### config.mk
export PLATFORM = sky130hd
export DESIGN_NAME = thread_handle_deque_core
export DESIGN_NICKNAME = d
export VERILOG_FILES = /design/src/rtl/thd_pkg.sv /design/src/rtl/thread_handle_deque_core.sv
export SDC_FILE = /design/constraint.sdc
export NUM_CORES = 1
export LEC_CHECK = 0
export ABC_CLOCK_PERIOD_IN_PS = 4840
export BUFFER_PORTS_ARGS = -buffer_cell sky130_fd_sc_hd__buf_2
export CORE_MARGIN = 4
export CORE_UTILIZATION = 61
export DETAILED_ROUTE_END_ITERATION = 8
export PLACE_DENSITY = 0.79
export SKIP_LAST_GASP = 1
export SYNTH_ARGS = -nofsm -noshare
export SYNTH_HDL_FRONTEND = slang
export SYNTH_SLANG_ARGS = --single-unit
### constraint.sdc
create_clock -name clk -period 4.84 [get_ports clk]
set_input_delay 0.726 -clock clk [delete_from_list [all_inputs] [get_ports clk]]
set_output_delay 0.726 -clock clk [all_outputs]
set_load 0.01 [all_outputs]
### src/rtl/thd_pkg.sv
// Package for the thread handle deque: request/response structs, operation
// and status codes, controller states. No dependencies.
package thd_pkg;

  localparam int HANDLE_FIELD_W = 16;
  localparam int COUNT_FIELD_W  = 5;

  typedef enum logic [2:0] {
    OP_PUSH_BACK  = 3'd0,
    OP_PUSH_FRONT = 3'd1,
    OP_POP_FRONT  = 3'd2,
    OP_REMOVE     = 3'd3,
    OP_CLEAR      = 3'd4
  } op_t;

  typedef enum logic [1:0] {
    ST_DONE = 2'd0,
    ST_MISS = 2'd1,
    ST_FULL = 2'd2
  } status_t;

  typedef struct packed {
    logic [2:0]                op;
    logic [HANDLE_FIELD_W-1:0] handle_in;
  } req_t;

  typedef struct packed {
    logic [1:0]                status;
    logic [HANDLE_FIELD_W-1:0] popped_handle;
    logic [HANDLE_FIELD_W-1:0] front_handle;
    logic [HANDLE_FIELD_W-1:0] back_handle;
    logic [COUNT_FIELD_W-1:0]  entry_count;
    logic                      is_empty;
  } rsp_t;

  typedef enum logic [2:0] {
    S_IDLE,
    S_EXEC,
    S_POP,
    S_SCAN,
    S_RD_FRONT,
    S_RD_BACK,
    S_CAP_BACK,
    S_DONE
  } state_t;

endpackage

### src/rtl/thread_handle_deque_core.sv
// Thread handle deque: circular store in one synchronous RAM, with a
// sequencer for push, pop, remove-by-value with compaction, and clear.
// Depends on thd_pkg.
//
// Sequence: IDLE takes a request; EXEC does push, clear and the empty and
// full checks, then POP reads out the popped entry or SCAN walks the stored
// entries for a remove; RD_FRONT, RD_BACK and CAP_BACK then read the front
// and back handles (only RD_FRONT when the queue ends empty), and DONE loads
// the result. One request in flight at a time; the next request is taken
// the cycle after the result enters the output register, and a held result
// stalls the input.
// Reset (rst, synchronous) empties the deque at once; the RAM is not cleared.
module thread_handle_deque_core
  import thd_pkg::*;
#(
  parameter int CAPACITY     = 16,
  parameter int HANDLE_WIDTH = 16
) (
  input  logic clk,
  input  logic rst,
  input  logic in_valid,
  output logic in_ready,
  input  req_t in_req,
  output logic out_valid,
  input  logic out_ready,
  output rsp_t out_rsp
);

  localparam int IW = (CAPACITY > 1) ? $clog2(CAPACITY) : 1;
  localparam int CW = $clog2(CAPACITY + 1);
  localparam int HW = (HANDLE_WIDTH < HANDLE_FIELD_W) ? HANDLE_WIDTH : HANDLE_FIELD_W;

  // Handle store
  logic [HW-1:0] mem [CAPACITY];
  logic          mem_we;
  logic [IW-1:0] waddr;
  logic [HW-1:0] wdata;
  logic          mem_re;
  logic [IW-1:0] raddr;
  logic [HW-1:0] rdata;

  // Control
  state_t        state, state_next;
  logic [IW-1:0] head, head_next;
  logic [CW-1:0] count, count_next;
  logic [CW-1:0] rd_idx, rd_idx_next;
  logic [CW-1:0] prev_idx, prev_idx_next;
  logic          pend, pend_next;
  logic          hit, hit_next;
  logic          out_valid_next;

  // Request payload and result fields
  logic [2:0]    op_r;
  logic [HW-1:0] hnd;
  status_t       status, status_next;
  logic [HW-1:0] popped, popped_next;
  logic [HW-1:0] front, front_next;
  logic [HW-1:0] back, back_next;
  logic          load_out;
  logic [CW+4:0] count_ext;

  function automatic logic [IW-1:0] slot(input logic [IW-1:0] base,
                                         input logic [CW-1:0] off);
    logic [CW:0] sum;
    sum = (CW+1)'(base) + (CW+1)'(off);
    if (sum >= (CW+1)'(CAPACITY)) begin
      sum = sum - (CW+1)'(CAPACITY);
    end
    return sum[IW-1:0];
  endfunction

  assign in_ready  = (state == S_IDLE);
  assign count_ext = (CW+5)'(count);

  always_ff @(posedge clk) begin
    if (mem_we) begin
      mem[waddr] <= wdata;
    end
    if (mem_re) begin
      rdata <= mem[raddr];
    end
  end

  always_comb begin
    state_next     = state;
    head_next      = head;
    count_next     = count;
    rd_idx_next    = rd_idx;
    prev_idx_next  = prev_idx;
    pend_next      = pend;
    hit_next       = hit;
    status_next    = status;
    popped_next    = popped;
    front_next     = front;
    back_next      = back;
    mem_we         = 1'b0;
    waddr          = head;
    wdata          = hnd;
    mem_re         = 1'b0;
    raddr          = head;
    load_out       = 1'b0;
    out_valid_next = out_valid && !out_ready;

    case (state)
      S_IDLE: begin
        if (in_valid) begin
          status_next = ST_DONE;
          popped_next = '0;
          state_next  = S_EXEC;
        end
      end
      S_EXEC: begin
        state_next = S_RD_FRONT;
        case (op_r)
          OP_PUSH_BACK: begin
            if (count == CW'(CAPACITY)) begin
              status_next = ST_FULL;
            end else begin
              mem_we     = 1'b1;
              waddr      = slot(head, count);
              count_next = count + 1'b1;
            end
          end
          OP_PUSH_FRONT: begin
            if (count == CW'(CAPACITY)) begin
              status_next = ST_FULL;
            end else begin
              head_next  = (head == '0) ? IW'(CAPACITY - 1) : head - 1'b1;
              mem_we     = 1'b1;
              waddr      = head_next;
              count_next = count + 1'b1;
            end
          end
          OP_POP_FRONT: begin
            if (count == '0) begin
              status_next = ST_MISS;
            end else begin
              mem_re     = 1'b1;
              raddr      = head;
              state_next = S_POP;
            end
          end
          OP_REMOVE: begin
            rd_idx_next = '0;
            pend_next   = 1'b0;
            hit_next    = 1'b0;
            state_next  = S_SCAN;
          end
          OP_CLEAR: begin
            count_next = '0;
            head_next  = '0;
          end
          default: begin
          end
        endcase
      end
      S_POP: begin
        popped_next = rdata;
        head_next   = (head == IW'(CAPACITY - 1)) ? '0 : head + 1'b1;
        count_next  = count - 1'b1;
        state_next  = S_RD_FRONT;
      end
      S_SCAN: begin
        // Entry prev_idx arrives; after the first match, shift each later
        // entry down by one place.
        if (pend) begin
          if (hit) begin
            mem_we = 1'b1;
            waddr  = slot(head, prev_idx - 1'b1);
            wdata  = rdata;
          end else if (rdata == hnd) begin
            hit_next = 1'b1;
          end
        end
        if (rd_idx < count) begin
          mem_re        = 1'b1;
          raddr         = slot(head, rd_idx);
          prev_idx_next = rd_idx;
          rd_idx_next   = rd_idx + 1'b1;
          pend_next     = 1'b1;
        end else begin
          pend_next = 1'b0;
          if (!pend) begin
            if (hit) begin
              count_next = count - 1'b1;
            end else begin
              status_next = ST_MISS;
            end
            state_next = S_RD_FRONT;
          end
        end
      end
      S_RD_FRONT: begin
        if (count == '0) begin
          front_next = '0;
          back_next  = '0;
          state_next = S_DONE;
        end else begin
          mem_re     = 1'b1;
          raddr      = head;
          state_next = S_RD_BACK;
        end
      end
      S_RD_BACK: begin
        front_next = rdata;
        mem_re     = 1'b1;
        raddr      = slot(head, count - 1'b1);
        state_next = S_CAP_BACK;
      end
      S_CAP_BACK: begin
        back_next  = rdata;
        state_next = S_DONE;
      end
      S_DONE: begin
        // Hold until the output register is free
        if (!out_valid || out_ready) begin
          load_out       = 1'b1;
          out_valid_next = 1'b1;
          state_next     = S_IDLE;
        end
      end
      default: begin
        state_next = S_IDLE;
      end
    endcase
  end

  always_ff @(posedge clk) begin
    if (rst) begin
      state     <= S_IDLE;
      head      <= '0;
      count     <= '0;
      rd_idx    <= '0;
      prev_idx  <= '0;
      pend      <= 1'b0;
      hit       <= 1'b0;
      out_valid <= 1'b0;
    end else begin
      state     <= state_next;
      head      <= head_next;
      count     <= count_next;
      rd_idx    <= rd_idx_next;
      prev_idx  <= prev_idx_next;
      pend      <= pend_next;
      hit       <= hit_next;
      out_valid <= out_valid_next;
    end
  end

  always_ff @(posedge clk) begin
    if (in_valid && in_ready) begin
      op_r <= in_req.op;
      hnd  <= in_req.handle_in[HW-1:0];
    end
    status <= status_next;
    popped <= popped_next;
    front  <= front_next;
    back   <= back_next;
    if (load_out) begin
      out_rsp.status        <= status;
      out_rsp.popped_handle <= HANDLE_FIELD_W'(popped);
      out_rsp.front_handle  <= HANDLE_FIELD_W'(front);
      out_rsp.back_handle   <= HANDLE_FIELD_W'(back);
      out_rsp.entry_count   <= count_ext[COUNT_FIELD_W-1:0];
      out_rsp.is_empty      <= (count == '0);
    end
  end

`ifndef SYNTHESIS
  a_count_range: assert property (@(posedge clk) disable iff (rst)
    count <= CW'(CAPACITY))
    else $error("stored count above capacity");

  a_head_range: assert property (@(posedge clk) disable iff (rst)
    head <= IW'(CAPACITY - 1))
    else $error("head index outside the store");

  a_no_rw_collide: assert property (@(posedge clk) disable iff (rst)
    mem_we && mem_re |-> waddr != raddr)
    else $error("read and write to the same entry in one cycle");

  a_scan_index: assert property (@(posedge clk) disable iff (rst)
    state == S_SCAN && pend |-> prev_idx < count && rd_idx <= count)
    else $error("scan index beyond the stored entries");

  a_empty_flag: assert property (@(posedge clk) disable iff (rst)
    load_out |=> out_rsp.is_empty == (count == '0))
    else $error("empty flag disagrees with stored count");
`endif

endmodule
Yosys cells after proc, flatten, opt, wreduce, memory -nomap -nowiden
Memories as Yosys holds them, arrays and structs flattened. A register that Yosys moved wholly into a read port is not among the register bits.
Index checks and enable logic that the tools add are counted.
{"block": "word_totals", "output_inout_bits": 58, "reg_bits": 150, "inputBits": 23, "mem_count": 1, "ramBits": 256}
{"memory": "mem", "depth": 16, "word_bits": 16, "rd": 1, "rd_ports_with_merged_regs": 1, "wr": 1, "line": "thread_handle_deque_core.sv:34", "rtl": "logic [HW-1:0] mem [CAPACITY];"}
{"block": "classes", "eq_ne": 30, "order_cmp": 5, "n_reduce_logical": 28, "n_mux": 70, "addsub": 14}
{"op": "$pmux 16 s2", "n": 3}
{"op": "$mux 16", "n": 5}
{"op": "$mux 4", "n": 11}
{"op": "$pmux 4 s2", "n": 5}
{"op": "$mux 5", "n": 6}
{"op": "$add 4x5->6", "n": 4}
{"op": "$ge 6x5->1 const B", "n": 4}
{"op": "$pmux 3 s8", "n": 1}
{"op": "$pmux 5 s2", "n": 2}
{"op": "$sub 4x1->4 const B", "n": 5}
{"op": "$ne 2x2->1 const B", "n": 9}
{"op": "$mux 1", "n": 17}
{"op": "$eq 16x16->1", "n": 1}
{"op": "$eq 3x3->1 const B", "n": 5}
{"op": "$mux 3", "n": 5}
{"op": "$pmux 5 s3", "n": 1}
{"op": "$mux 2", "n": 7}
{"op": "$eq 3x2->1 const B", "n": 4}
{"op": "$ne 3x3->1 const B", "n": 4}
{"op": "$reduce_and 2->1", "n": 6}
{"op": "$add 5x1->5 const B", "n": 2}
{"op": "$reduce_bool 2->1", "n": 5}
{"op": "$sub 5x1->5 const B", "n": 2}
{"op": "$reduce_and 8->1", "n": 1}
{"op": "24 further kinds", "n": 32}

Logic depth before layout (Yosys ltp)
Gate-level depths: netlist of run 1.
{"block": "logic_depth", "ltp_word": 7, "mapped_depth": 14, "depth_no_buf": 12}

Worst setup path after synthesis of run 1
No wires, ideal clock.
{"block": "synth_path", "path_kind": "input to register", "start": "input out_ready", "end": "register out_rsp[0] in the netlist's numbering, enable pin", "setup_ns": 0.478, "path_stages": 2, "setup_slack_ns": 0.970, "required_ns": 4.362, "arrival_time_ns": 3.392, "cell_sequence": "nand2b_1 -> nor2b_1"}
{"block": "synth_via", "elab_chain_len": 3}
{"item": "start: declaration", "line": "thread_handle_deque_core.sv:25", "rtl": "input logic out_ready,"}
{"item": "$logic_or 1x1->1", "line": "thread_handle_deque_core.sv:216", "rtl": "if (!out_valid || out_ready) begin"}
{"item": "$mux 1", "line": "thread_handle_deque_core.sv:216"}
{"item": "$mux 1", "line": "thread_handle_deque_core.sv:104", "rtl": "case (state)"}
{"item": "via load_out", "line": "thread_handle_deque_core.sv:59", "rtl": "logic load_out;"}
{"item": "end: declaration", "line": "thread_handle_deque_core.sv:26", "rtl": "output rsp_t out_rsp"}
The timed path passes the listed nets, and every way through them passes these cells.
A chain may end at the register's enable or synchronous reset.

Final worst setup path of run 1
{"block": "layout_path", "start": "register count[2]", "end": "register rdata[3] (read register of mem) (data pin)"}
{"block": "layout_via", "elab_chain_len": 5, "elab_cells_between_ends": 13}
{"item": "start: declaration", "line": "thread_handle_deque_core.sv:45", "rtl": "logic [CW-1:0] count, count_next;"}
{"item": "start signal: assignment", "line": "thread_handle_deque_core.sv:241", "rtl": "count <= count_next;"}
{"item": "$sub 5x1->5", "line": "thread_handle_deque_core.sv:207", "rtl": "raddr = slot(head, count - 1'b1);"}
{"item": "$add 4x5->6", "line": "thread_handle_deque_core.sv:65", "rtl": "sum = (CW+1)'(base) + (CW+1)'(off);"}
{"item": "$ge 6x5->1 or $sub 4x1->4 (tied branches)", "line": "thread_handle_deque_core.sv:66, thread_handle_deque_core.sv:67"}
{"item": "$mux 4", "line": "thread_handle_deque_core.sv:66", "rtl": "if (sum >= (CW+1)'(CAPACITY)) begin"}
{"item": "$pmux 4 s2", "line": "thread_handle_deque_core.sv:104"}
{"item": "end: declaration", "line": "thread_handle_deque_core.sv:40", "rtl": "logic [HW-1:0] rdata;"}
Parallel ways exist; a longest one is shown, timed or not.

==> results of run 1 <==
[where the power goes]
group / leakage, uW / total, uW / switching (uW) / internal (uW)
registers: 0.00381 / 5090 / 378 / 4710
logic: 0.00279 / 3560 / 2370 / 1180
clock network: 0.000627 / 3050 / 1290 / 1760
total: 0.00722 / 11700 / 4040 / 7660
[cell type report]
cell class | instances | area, um^2 | area share [%]
Inverter | 21 | 78.83 | 0.4011
Timing Repair Buffer | 116 | 708.2 | 3.603
Clock buffer | 49 | 1087 | 5.532
Clock inverter | 21 | 196.4 | 0.9995
Sequential cell | 421 | 12400 | 63.10
Tap cell | 378 | 473.0 | 2.406
Multi-Input combinational cell | 742 | 4708 | 23.96
[final timing paths]
path / start / endpoint / slack, ns
max: count[2]$_SDFFE_PP0P_ / rdata[3]$_DFFE_PP_ / 0.92
min reg2reg: front[7]$_SDFFCE_PN0P_ / out_rsp[29]$_DFFE_PP_ / 0.41
max reg2reg: count[2]$_SDFFE_PP0P_ / rdata[3]$_DFFE_PP_ / 0.92
min: in_req[17] / op_r[1]$_DFFE_PP_ / 0.36
[per-stage QoR]
stage | utilization, % | power [uW] | std cells
finish | 70.17 | 11700 | 1748
global route | 70.17 | 12220 | 1748
CTS | 70.17 | 11660 | 1748
detailed placement | 65.58 | 8591 | 1678
global placement | 65.58 | 8478 | 1678
floorplan | - | 7458 | 1248
[cell usage after synthesis, types with 3 or more instances]
library cell	count	area share (%)
sky130_fd_sc_hd__a21o_1	5	0.22
sky130_fd_sc_hd__buf_2	22	0.63
sky130_fd_sc_hd__xor2_1	8	0.40
sky130_fd_sc_hd__nand4_1	5	0.18
sky130_fd_sc_hd__clkbuf_1	41	0.88
sky130_fd_sc_hd__nand2b_1	8	0.29
sky130_fd_sc_hd__nor4_1	3	0.11
sky130_fd_sc_hd__mux2_2	17	1.1
sky130_fd_sc_hd__xnor2_1	23	1.2
sky130_fd_sc_hd__nand3b_1	3	0.13
sky130_fd_sc_hd__a211oi_1	6	0.26
sky130_fd_sc_hd__a31oi_1	3	0.11
sky130_fd_sc_hd__o221a_2	3	0.19
sky130_fd_sc_hd__a21oi_1	44	1.3
sky130_fd_sc_hd__and2_1	21	0.75
sky130_fd_sc_hd__nand2_1	184	4.0
sky130_fd_sc_hd__and3_1	33	1.2
sky130_fd_sc_hd__a22oi_1	5	0.22
sky130_fd_sc_hd__inv_1	20	0.43
sky130_fd_sc_hd__nand3_1	111	3.2
sky130_fd_sc_hd__fa_1	4	0.46
sky130_fd_sc_hd__a221o_1	19	1.1
sky130_fd_sc_hd__ha_1	23	1.7
sky130_fd_sc_hd__o21a_1	4	0.17
sky130_fd_sc_hd__or2_2	3	0.11
sky130_fd_sc_hd__o21ai_0	21	0.60
sky130_fd_sc_hd__nor3_1	11	0.32
sky130_fd_sc_hd__nor2_1	55	1.2
sky130_fd_sc_hd__a221oi_1	3	0.15
sky130_fd_sc_hd__dfxtp_1	24	2.8
sky130_fd_sc_hd__nor2b_1	9	0.32
sky130_fd_sc_hd__a32oi_1	16	0.80
sky130_fd_sc_hd__edfxtp_1	397	68
sky130_fd_sc_hd__mux2i_1	66	3.8
[critical path, stage by stage (launching register included)]
cell,delay [ns]
sky130_fd_sc_hd__dfxtp_1,0.62
sky130_fd_sc_hd__inv_1,0.14
sky130_fd_sc_hd__ha_1,0.33
sky130_fd_sc_hd__a21oi_1,0.17
sky130_fd_sc_hd__o21ai_2,0.11
sky130_fd_sc_hd__a31oi_4,0.47
sky130_fd_sc_hd__o211a_4,0.64
sky130_fd_sc_hd__buf_4,0.48
sky130_fd_sc_hd__mux2i_1,0.29
sky130_fd_sc_hd__mux2i_1,0.12
sky130_fd_sc_hd__a32oi_1,0.17
sky130_fd_sc_hd__nand3_1,0.10
[cells by family (layout without fill, tap and decap cells)]
logic type | Yosys count | count (layout) | share of synthesized area [%]
AOI/OAI and AO/OA | 147 | 147 | 6.119
xor gates and xnor gates | 31 | 31 | 1.558
adders and majority gates | 27 | 27 | 2.111
buffers and inverters | 85 | 207 | 1.989
DFF | 421 | 421 | 71.18
muxes | 83 | 83 | 4.890
and+or+nand+nor | 454 | 454 | 12.15
[metal layers]
| layer | track usage (%) | up-vias |
|---|---|---|
| met2 | 43.23 | 633 |
| li1 | - | 4860 |
| met4 | 10.09 | 2 |
| met1 | 34.39 | 5222 |
| met3 | 5.127 | 117 |
| met5 | 0 | - |
[registers in the layout, indices dropped and copies added, names as in the netlist, 4 cells and up]
register / flops
hnd: 16
rd_idx: 5
back: 16
count: 5
front: 16
popped: 16
rdata: 16
out_rsp: 56
head: 4
prev_idx: 4
mem: 256
[cells in the final DEF (no fill, tap or decap), types with 10 or more instances in the layout]
master and instances:
sky130_fd_sc_hd__xnor2_1 23, sky130_fd_sc_hd__inv_1 20, sky130_fd_sc_hd__buf_2 80, sky130_fd_sc_hd__edfxtp_1 397
sky130_fd_sc_hd__nor2_1 55, sky130_fd_sc_hd__mux2_2 17, sky130_fd_sc_hd__a21oi_1 44, sky130_fd_sc_hd__dfxtp_1 24
sky130_fd_sc_hd__and2_1 21, sky130_fd_sc_hd__nor3_1 10, sky130_fd_sc_hd__o21ai_0 20, sky130_fd_sc_hd__and3_1 33
sky130_fd_sc_hd__nand3_1 111, sky130_fd_sc_hd__ha_1 23, sky130_fd_sc_hd__buf_4 33, sky130_fd_sc_hd__nand2_1 184
sky130_fd_sc_hd__clkbuf_16 42, sky130_fd_sc_hd__a32oi_1 16, sky130_fd_sc_hd__a221o_1 19, sky130_fd_sc_hd__mux2i_1 66
==> impl_metrics.json, run 1 <==
{
  "status": "finished, final reports clean",
  "p_leak_uw": 0.007224,
  "detailroute.via_count": 10830,
  "timing_hold_violations_final": 0,
  "drc": 0,
  "max_cap_viols": 0,
  "synth_warnings": 0,
  "synth_seq_cells": 421,
  "min_path_cells": 1,
  "postCtsSetupBuffers": 0,
  "postCtsResizedCells": 0,
  "placed_instance_area_um2": 18370,
  "power.density_nw_per_um2": 595.1,
  "postRouteWirelength_um": 40800,
  "num-fill-cells": 1779,
  "core.rowCount": 61,
  "crit_required_ns": 5.10,
  "synthesis_to_finish_area_growth_pct": 12.80,
  "detail_route.iter0.violations": 1411,
  "detailed_place_hpwl_um": 24120,
  "synth_edf_count": 397,
  "met2_length_um": 19960,
  "worst_skew_pair_latency_ns": 0.54,
  "topRoutingLayerUsed": "met5",
  "setup_violations": 0,
  "cts-htree-levels": 2,
  "first_pass_grt_wire_length_um": 61560,
  "avgRoutedWirePerCell_um": 23.34,
  "num_antenna_cells": 0,
  "initial_core_util_pct": 62.20,
  "final_max_slew_viol_count": 0,
  "initial_antenna_violation_count": 1,
  "critPathMaxFanout": 39,
  "cts_root_buf": "sky130_fd_sc_hd__clkbuf_16",
  "synth_top_flop_cell": "sky130_fd_sc_hd__edfxtp_1",
  "port_buffers": 80,
  "tritoncts": "yes",
  "setup_slack_ns": 0.9159,
  "place.gp.congestion": 0.9115,
  "detail-route-antenna-nets": 0,
  "grt_util_all_layers_pct": 26.04,
  "stdcell_area_um2": 19650,
  "synth_fp_nets": 1298,
  "number_of_buffers_added_by_the_clock_tree_synthesis_step": 41,
  "drtPass1Iterations": 6,
  "critical_path_class": "reg2reg",
  "finalClockSkew_ns": 0.02234,
  "ctsLongestPathBuffers": 3,
  "grt_max_degree": 52,
  "preCtsSetupSlack_ns": 1.027,
  "routedLengthMet1_um": 15180,
  "cts.hold.buffers_added": 0,
  "proportion_of_synthesized_flip_flops_having_asynchronous_set_or_reset_pct": 0,
  "synth_seq_area_share_pct": 71.18,
  "chipHeight_um": 177.0,
  "maximum_clock_rate_mhz": 254.8,
  "dr_wl_met3_um": 4196,
  "die_area_um2": 31330,
  "worst_hold_slack_ns": 0.3615,
  "synthCells": 1248,
  "fin_crit_sh_pct": 81.08,
  "worst-slew-pin-transition_ns": 1.277,
  "worst_slew_margin_rel_pct": 14.52,
  "vias_per_cell": 6.198,
  "total_number_of_clock_tree_sinks": 421,
  "boundaryPins": 81,
  "synth_area_um2": 17420,
  "synth.lib_cells_used.distinct": 59,
  "placeableCoreArea_um2": 28010,
  "max-vdd-ir-drop_v": 0.0003637,
  "worst_hold_path_type": "in2reg",
  "critical_path.startpoint_type": "register",
  "grt_remaining_overflow": 0,
  "grt_setup_unrepaired": "no",
  "setup-tns-final_ns": 0,
  "number_of_cells_traversed_by_the_worst_register_to_register_path": 11,
  "timing.critical_path.to_type": "register",
  "worst-endpoint-arrival_ns": 4.18,
  "grt_pass1_vias": 10540,
  "net_total_in_the_final_layout": 1393,
  "fp.dieW_um": 177.0,
  "final.min_clock_period_ns": 3.924,
  "layout-drive-gt1-share_pct": 15.26,
  "syn-mean-instance-area_um2": 13.96,
  "clk_pin_slew_worst_paths_ns": 0.06
}
(Power assumes the default switching activity.)
==> run 2, diff against run 1 <==
--- a/config.mk
+++ b/config.mk
@@ -5,7 +5,7 @@
 export SDC_FILE = /design/constraint.sdc
 export NUM_CORES = 1
 export LEC_CHECK = 0
-export ABC_CLOCK_PERIOD_IN_PS = 4840
+export ABC_CLOCK_PERIOD_IN_PS = 3740
 export BUFFER_PORTS_ARGS = -buffer_cell sky130_fd_sc_hd__buf_2
 export CORE_MARGIN = 4
 export CORE_UTILIZATION = 61
==> constraint.sdc (replaced) <==
create_clock -name clk -period 3.74 [get_ports clk]
set_input_delay 0.561 -clock clk [delete_from_list [all_inputs] [get_ports clk]]
set_output_delay 0.561 -clock clk [all_outputs]
set_load 0.01 [all_outputs]
==> run 2 against run 1 <==
- clock skew grew 0.0041 ns
- register-to-register slack lost 0.68 ns
- utilization grew 0.69 points
- via count grew 0.98%
- critical path type unchanged
- largest power group unchanged
- highest routed layer unchanged
==> impl_metrics.json, run 2 (synthesis results as in run 1) <==
{
  "status": "finished, final reports clean",
  "core.rowCount": 61,
  "cp_slowest_stage_delay_ns": 0.78,
  "setup-tns-final_ns": 0,
  "avgRoutedWirePerCell_um": 22.65,
  "final.min_clock_period_ns": 3.504,
  "placeableCoreArea_um2": 28010,
  "total_number_of_clock_tree_sinks": 421,
  "groute.layer.met1.usage_pct": 34.98,
  "share_clk_of_total_power_pct": 26.5,
  "worst_hold_path_type": "in2reg",
  "clk_pin_slew_worst_paths_ns": 0.06,
  "critical_path_class": "reg2reg",
  "groute.layer.met3.usage_pct": 4.678,
  "initial_antenna_violation_count": 1,
  "switching_share_pct": 34.12,
  "internal_power_uw": 10040,
  "num-fill-cells": 1769,
  "drc": 0,
  "boundaryPins": 81,
  "chipHeight_um": 177.0,
  "largest-register": "mem",
  "crit_path_cell_trace": "inv_1 > ha_1 > nand4bb_1 > a21o_1 > a31oi_4 > nor2_1 > a221o_1 > nor2_2 > a32oi_1 > nand3_1",
  "share_seq_of_total_power_pct": 42.8,
  "fp.dieW_um": 177.0,
  "critPathMaxFanout": 16,
  "die_area_um2": 31330,
  "worst-endpoint-arrival_ns": 3.90,
  "timing_hold_violations_final": 0,
  "power.density_nw_per_um2": 768.2,
  "p_leak_uw": 0.007336,
  "setup_violations": 0,
  "detail-route-antenna-nets": 0,
  "timing.critical_path.to_type": "register",
  "maximum_clock_rate_mhz": 285.4,
  "detailed_place_hpwl_um": 24610,
  "num_antenna_cells": 0,
  "vias_per_cell": 6.195,
  "share_comb_of_total_power_pct": 30.6,
  "detailroute.via_count": 10940,
  "cts_root_buf": "sky130_fd_sc_hd__clkbuf_16",
  "place.gp.congestion": 0.8870,
  "drtPass1Iterations": 6,
  "finalClockSkew_ns": 0.02644,
  "layout-drive-gt1-share_pct": 16.07,
  "final_max_slew_viol_count": 0,
  "crit_required_ns": 4.13,
  "grt_util_all_layers_pct": 25.82,
  "worst_slew_margin_rel_pct": 34.23,
  "number_of_buffers_added_by_the_clock_tree_synthesis_step": 41,
  "tritoncts": "yes",
  "max_cap_viols": 0,
  "net_total_in_the_final_layout": 1409,
  "use_met2_pct": 42.54,
  "port_buffers": 80,
  "grt_remaining_overflow": 0,
  "most-common-layout-cells": "sky130_fd_sc_hd__edfxtp_1, sky130_fd_sc_hd__nand2_1, sky130_fd_sc_hd__nand3_1",
  "postCtsSetupBuffers": 0,
  "cts.hold.buffers_added": 0,
  "fin_crit_sh_pct": 93.68,
  "p_sw_uw": 5203,
  "max-vdd-ir-drop_v": 0.0004896,
  "grt_setup_unrepaired": "no",
  "critical_path.startpoint_type": "register",
  "worst-slew-pin-transition_ns": 0.9856,
  "utilization_pct": 70.86,
  "top_usage_layer": "met2",
  "cts-htree-levels": 2,
  "grt_pass1_vias": 10630,
  "grt_max_degree": 81,
  "timing.critical_path.slowest_stage_cell": "sky130_fd_sc_hd__nor2_2",
  "biggestRegsByFlops": "mem (256), out_rsp (56)",
  "initial_core_util_pct": 62.20,
  "postRouteWirelength_um": 39990,
  "worst_skew_pair_latency_ns": 0.55,
  "detail_route.iter0.violations": 1294,
  "final_common_cell": "sky130_fd_sc_hd__edfxtp_1",
  "number_of_cells_traversed_by_the_worst_register_to_register_path": 10,
  "ctsLongestPathBuffers": 3,
  "synthesis_to_finish_area_growth_pct": 13.92,
  "postCtsResizedCells": 0,
  "min_path_cells": 1,
  "first_pass_grt_wire_length_um": 61550,
  "largest_register_ff_count": 256
}
[run 2: metrics by stage]
stage | total power, uW | setup WS (ns) | hold WS [ns] | cell area, um^2 | cells
5_1_grt | 15960 | 0.03978 | 0.1835 | 19850 | 1766
6_report | 15250 | 0.2362 | 0.1947 | 19850 | 1766
4_1_cts | 15230 | 0.2907 | 0.1851 | 19850 | 1766
3_5_place_dp | 11170 | 0.3444 | 0.4045 | 18530 | 1694
2_1_floorplan | 9651 | 0.5367 | 0.4003 | 17430 | 1248
3_3_place_gp | 11000 | 0.4944 | 0.4027 | 18530 | 1694
[run 2: final timing paths]
check / from / to / slack, ns
worst min register to register: front[4]$_SDFFCE_PN0P_ / out_rsp[26]$_DFFE_PP_ / 0.42
worst min-delay path: in_req[16] / op_r[0]$_DFFE_PP_ / 0.19
worst max-delay path: count[4]$_SDFFE_PP0P_ / rdata[2]$_DFFE_PP_ / 0.24
worst max register to register: count[4]$_SDFFE_PP0P_ / rdata[2]$_DFFE_PP_ / 0.24
[run 2: area by class of cell]
type / count / area (um^2) / area share, %
clock buffer: 50 / 1081 / 5.447
clock inverter: 22 / 239.0 / 1.204
inverter: 21 / 78.83 / 0.3972
multi-input combinational: 742 / 4708 / 23.72
sequential: 421 / 12400 / 62.49
tap: 378 / 473.0 / 2.383
timing repair buffer: 132 / 865.8 / 4.362
[run 2: power groups by stage]
stage / registers, uW / logic [uW] / clock network, uW
finish: 6530 / 4670 / 4050
global route: 6560 / 5100 / 4300
CTS: 6520 / 4630 / 4090
detailed placement: 6600 / 4560 / 0
global placement: 6580 / 4420 / 0
floorplan: 6380 / 3270 / 0
[run 2: critical path, delay by kind of cell, from the launching register on]
kind                       cells  cell delay, ns
AOI/OAI and AO/OA              4            1.27
adders and majority gates      1            0.21
DFF                            1            0.41
buffers and inverters          1            0.10
and+or+nand+nor                4            1.37
[run 2: metal layers]
| metal | share of wire, % | vias to the layer above |
|---|---|---|
| met5 | 0.018 | - |
| met4 | 3.5 | 2 |
| met3 | 9.6 | 107 |
| met2 | 49 | 626 |
| met1 | 38 | 5303 |
| li1 | - | 4902 |
==> run 3, diff against run 2 <==
--- a/config.mk
+++ b/config.mk
@@ -8,9 +8,10 @@
 export ABC_CLOCK_PERIOD_IN_PS = 3740
 export BUFFER_PORTS_ARGS = -buffer_cell sky130_fd_sc_hd__buf_2
 export CORE_MARGIN = 4
-export CORE_UTILIZATION = 61
+export CORE_UTILIZATION = 64
+export CTS_BUF_LIST = sky130_fd_sc_hd__clkbuf_2
 export DETAILED_ROUTE_END_ITERATION = 8
-export PLACE_DENSITY = 0.79
+export PLACE_DENSITY = 0.83
 export SKIP_LAST_GASP = 1
 export SYNTH_ARGS = -nofsm -noshare
 export SYNTH_HDL_FRONTEND = slang
==> run 3 against run 2 <==
- clock skew rose by 0.058 ns
- global-route usage barely moved
- non-clock buffer count rose by 15
- utilization rose by 2.0 points
- via count rose by 2.7%
- final cell count rose by 4.8%
- total power fell by 7.7%
- critical endpoint is now rdata[11]$_DFFE_PP_
- highest routed layer is now met4
==> impl_metrics.json, run 3 (synthesis results as in run 1) <==
{
  "status": "finished, final reports clean",
  "net_total_in_the_final_layout": 1479,
  "worst_slew_margin_rel_pct": 38.50,
  "layout-drive-gt1-share_pct": 20.69,
  "setup-tns-final_ns": 0,
  "avgRoutedWirePerCell_um": 21.20,
  "share_comb_of_total_power_pct": 33.0,
  "tritoncts": "yes",
  "detailroute.via_count": 11240,
  "boundaryPins": 81,
  "critical_path_class": "reg2reg",
  "worst-endpoint-arrival_ns": 4.19,
  "initial_core_util_pct": 64.83,
  "timing.critical_path.to_type": "register",
  "grt_setup_unrepaired": "yes",
  "grt_remaining_overflow": 0,
  "p_leak_uw": 0.007443,
  "postRouteWirelength_um": 39220,
  "fin_crit_sh_pct": 93.43,
  "core.rowCount": 60,
  "placed_instance_area_um2": 18440,
  "internal_power_uw": 8835,
  "clk_pin_slew_worst_paths_ns": 0.11,
  "grt_max_degree": 81,
  "p_sw_uw": 5246,
  "max-vdd-ir-drop_v": 0.0004512,
  "detailed_place_hpwl_um": 24550,
  "ctsLongestPathBuffers": 3,
  "final.min_clock_period_ns": 3.494,
  "share_seq_of_total_power_pct": 46.3,
  "synthesis_to_finish_area_growth_pct": 12.44,
  "critPathMaxFanout": 39,
  "placeableCoreArea_um2": 26880,
  "detail_route.iter0.violations": 1374,
  "largest_register_ff_count": 256,
  "place.gp.congestion": 0.9621,
  "worst-slew-pin-transition_ns": 0.9206,
  "drc": 0,
  "crit_required_ns": 4.43,
  "power.density_nw_per_um2": 718.8,
  "critical_path.startpoint_type": "register",
  "stdcell_area_um2": 19590,
  "switching_share_pct": 37.26,
  "chipHeight_um": 173.0,
  "fp.dieW_um": 173.0,
  "grt_util_all_layers_pct": 25.81,
  "biggestRegsByFlops": "mem (256), out_rsp (56)",
  "first_pass_grt_wire_length_um": 60350,
  "cts-htree-levels": 3,
  "setup_violations": 0,
  "max_cap_viols": 0,
  "num-fill-cells": 1652,
  "worst_hold_path_type": "in2reg",
  "worst_skew_pair_latency_ns": 0.96,
  "port_buffers": 80,
  "grt_pass1_vias": 10980,
  "final_common_cell": "sky130_fd_sc_hd__edfxtp_1",
  "total_number_of_clock_tree_sinks": 421,
  "worst_hold_slack_ns": 0.08155,
  "largest-register": "mem",
  "die_area_um2": 29930,
  "detail-route-antenna-nets": 0,
  "initial_antenna_violation_count": 1,
  "maximum_clock_rate_mhz": 286.2,
  "cts_root_buf": "sky130_fd_sc_hd__clkbuf_2",
  "drtPass1Iterations": 6,
  "share_clk_of_total_power_pct": 20.6,
  "number_of_buffers_added_by_the_clock_tree_synthesis_step": 96,
  "final_max_slew_viol_count": 0,
  "most-common-layout-cells": "sky130_fd_sc_hd__edfxtp_1, sky130_fd_sc_hd__nand2_1, sky130_fd_sc_hd__clkbuf_2",
  "vias_per_cell": 6.075,
  "finalClockSkew_ns": 0.08414,
  "timing_hold_violations_final": 0
}
==> run 3: cell count changes in the layout (fill, tap and decap cells not counted), moves of 6 or more <==
| cell | change |
|---|---|
| sky130_fd_sc_hd__clkbuf_16 | -42 |
| sky130_fd_sc_hd__dlygate4sd3_1 | +21 |
| sky130_fd_sc_hd__buf_4 | -6 |
| sky130_fd_sc_hd__clkinv_1 | +21 |
| sky130_fd_sc_hd__clkbuf_1 | -8 |
| sky130_fd_sc_hd__clkbuf_2 | +136 |
==> run 3: layout make-up <==
cell class / count / area [um^2] / area share, %
timing repair buffer: 147 / 1031 / 5.263
clock inverter: 41 / 244.0 / 1.245
sequential: 421 / 12400 / 63.31
inverter: 21 / 78.83 / 0.4024
clock buffer: 136 / 680.7 / 3.474
antenna: 1 / 2.502 / 0.01277
tap: 341 / 426.7 / 2.178
multi-input combinational: 742 / 4723 / 24.11
==> run 3: power groups by stage <==
stage               clock network (uW)  logic (uW)  registers [uW]
floorplan                            0        3270            6380
CTS                               2970        4550            6500
global placement                     0        4380            6580
finish                            2900        4650            6530
global route                      3230        5070            6550
detailed placement                   0        4520            6600
==> run 3: worst max-delay path, cell delays in order (launching register included) <==
cell and delay [ns]:
sky130_fd_sc_hd__dfxtp_1 0.46, sky130_fd_sc_hd__inv_1 0.10, sky130_fd_sc_hd__ha_1 0.23, sky130_fd_sc_hd__nand4bb_1 0.28, sky130_fd_sc_hd__a21o_1 0.26, sky130_fd_sc_hd__a31oi_4 0.39, sky130_fd_sc_hd__o211a_4 0.51, sky130_fd_sc_hd__buf_12 0.29
sky130_fd_sc_hd__mux2i_1 0.24, sky130_fd_sc_hd__mux2i_1 0.11, sky130_fd_sc_hd__a32oi_1 0.22, sky130_fd_sc_hd__nand3_1 0.16
==> run 3: through the flow <==
| step | cells | utilization, % | total power [uW] | setup WS (ns) |
|---|---|---|---|---|
| 2_1_floorplan | 1248 | - | 9651 | 0.5367 |
| 3_3_place_gp | 1651 | 68.60 | 10960 | 0.3899 |
| 3_5_place_dp | 1651 | 68.60 | 11120 | 0.2319 |
| 4_1_cts | 1849 | 72.82 | 14020 | 0.2385 |
| 5_1_grt | 1850 | 72.89 | 14840 | -0.007510 |
| 6_report | 1850 | 72.89 | 14080 | 0.2457 |
==> run 3: layer usage <==
| layer | GRT usage, % | vias up | part of all wire, % |
|---|---|---|---|
| li1 | - | 5108 | - |
| met1 | 33.42 | 5362 | 38 |
| met2 | 42.51 | 673 | 49 |
| met3 | 6.559 | 95 | 10 |
| met4 | 10.18 | 0 | 2.9 |
| met5 | 0 | - | 0 |
==> run 3: timing repair <==
item,4_1_cts,5_1_grt
resized for setup,0,4
setup buffers,0,0
hold endpoints to repair,21,0
hold buffers,21,0
setup endpoints to repair,0,4
==> run 3: worst paths after layout <==
kind / startpoint / end / slack [ns] / cells after the start
max: count[4]$_SDFFE_PP0P_ / rdata[11]$_DFFE_PP_ / 0.25 / 11
min: rst / head[2]$_SDFFE_PP0P_ / 0.08 / 2
max reg2reg: count[4]$_SDFFE_PP0P_ / rdata[11]$_DFFE_PP_ / 0.25 / 11
min reg2reg: front[7]$_SDFFCE_PN0P_ / out_rsp[29]$_DFFE_PP_ / 0.39 / 0
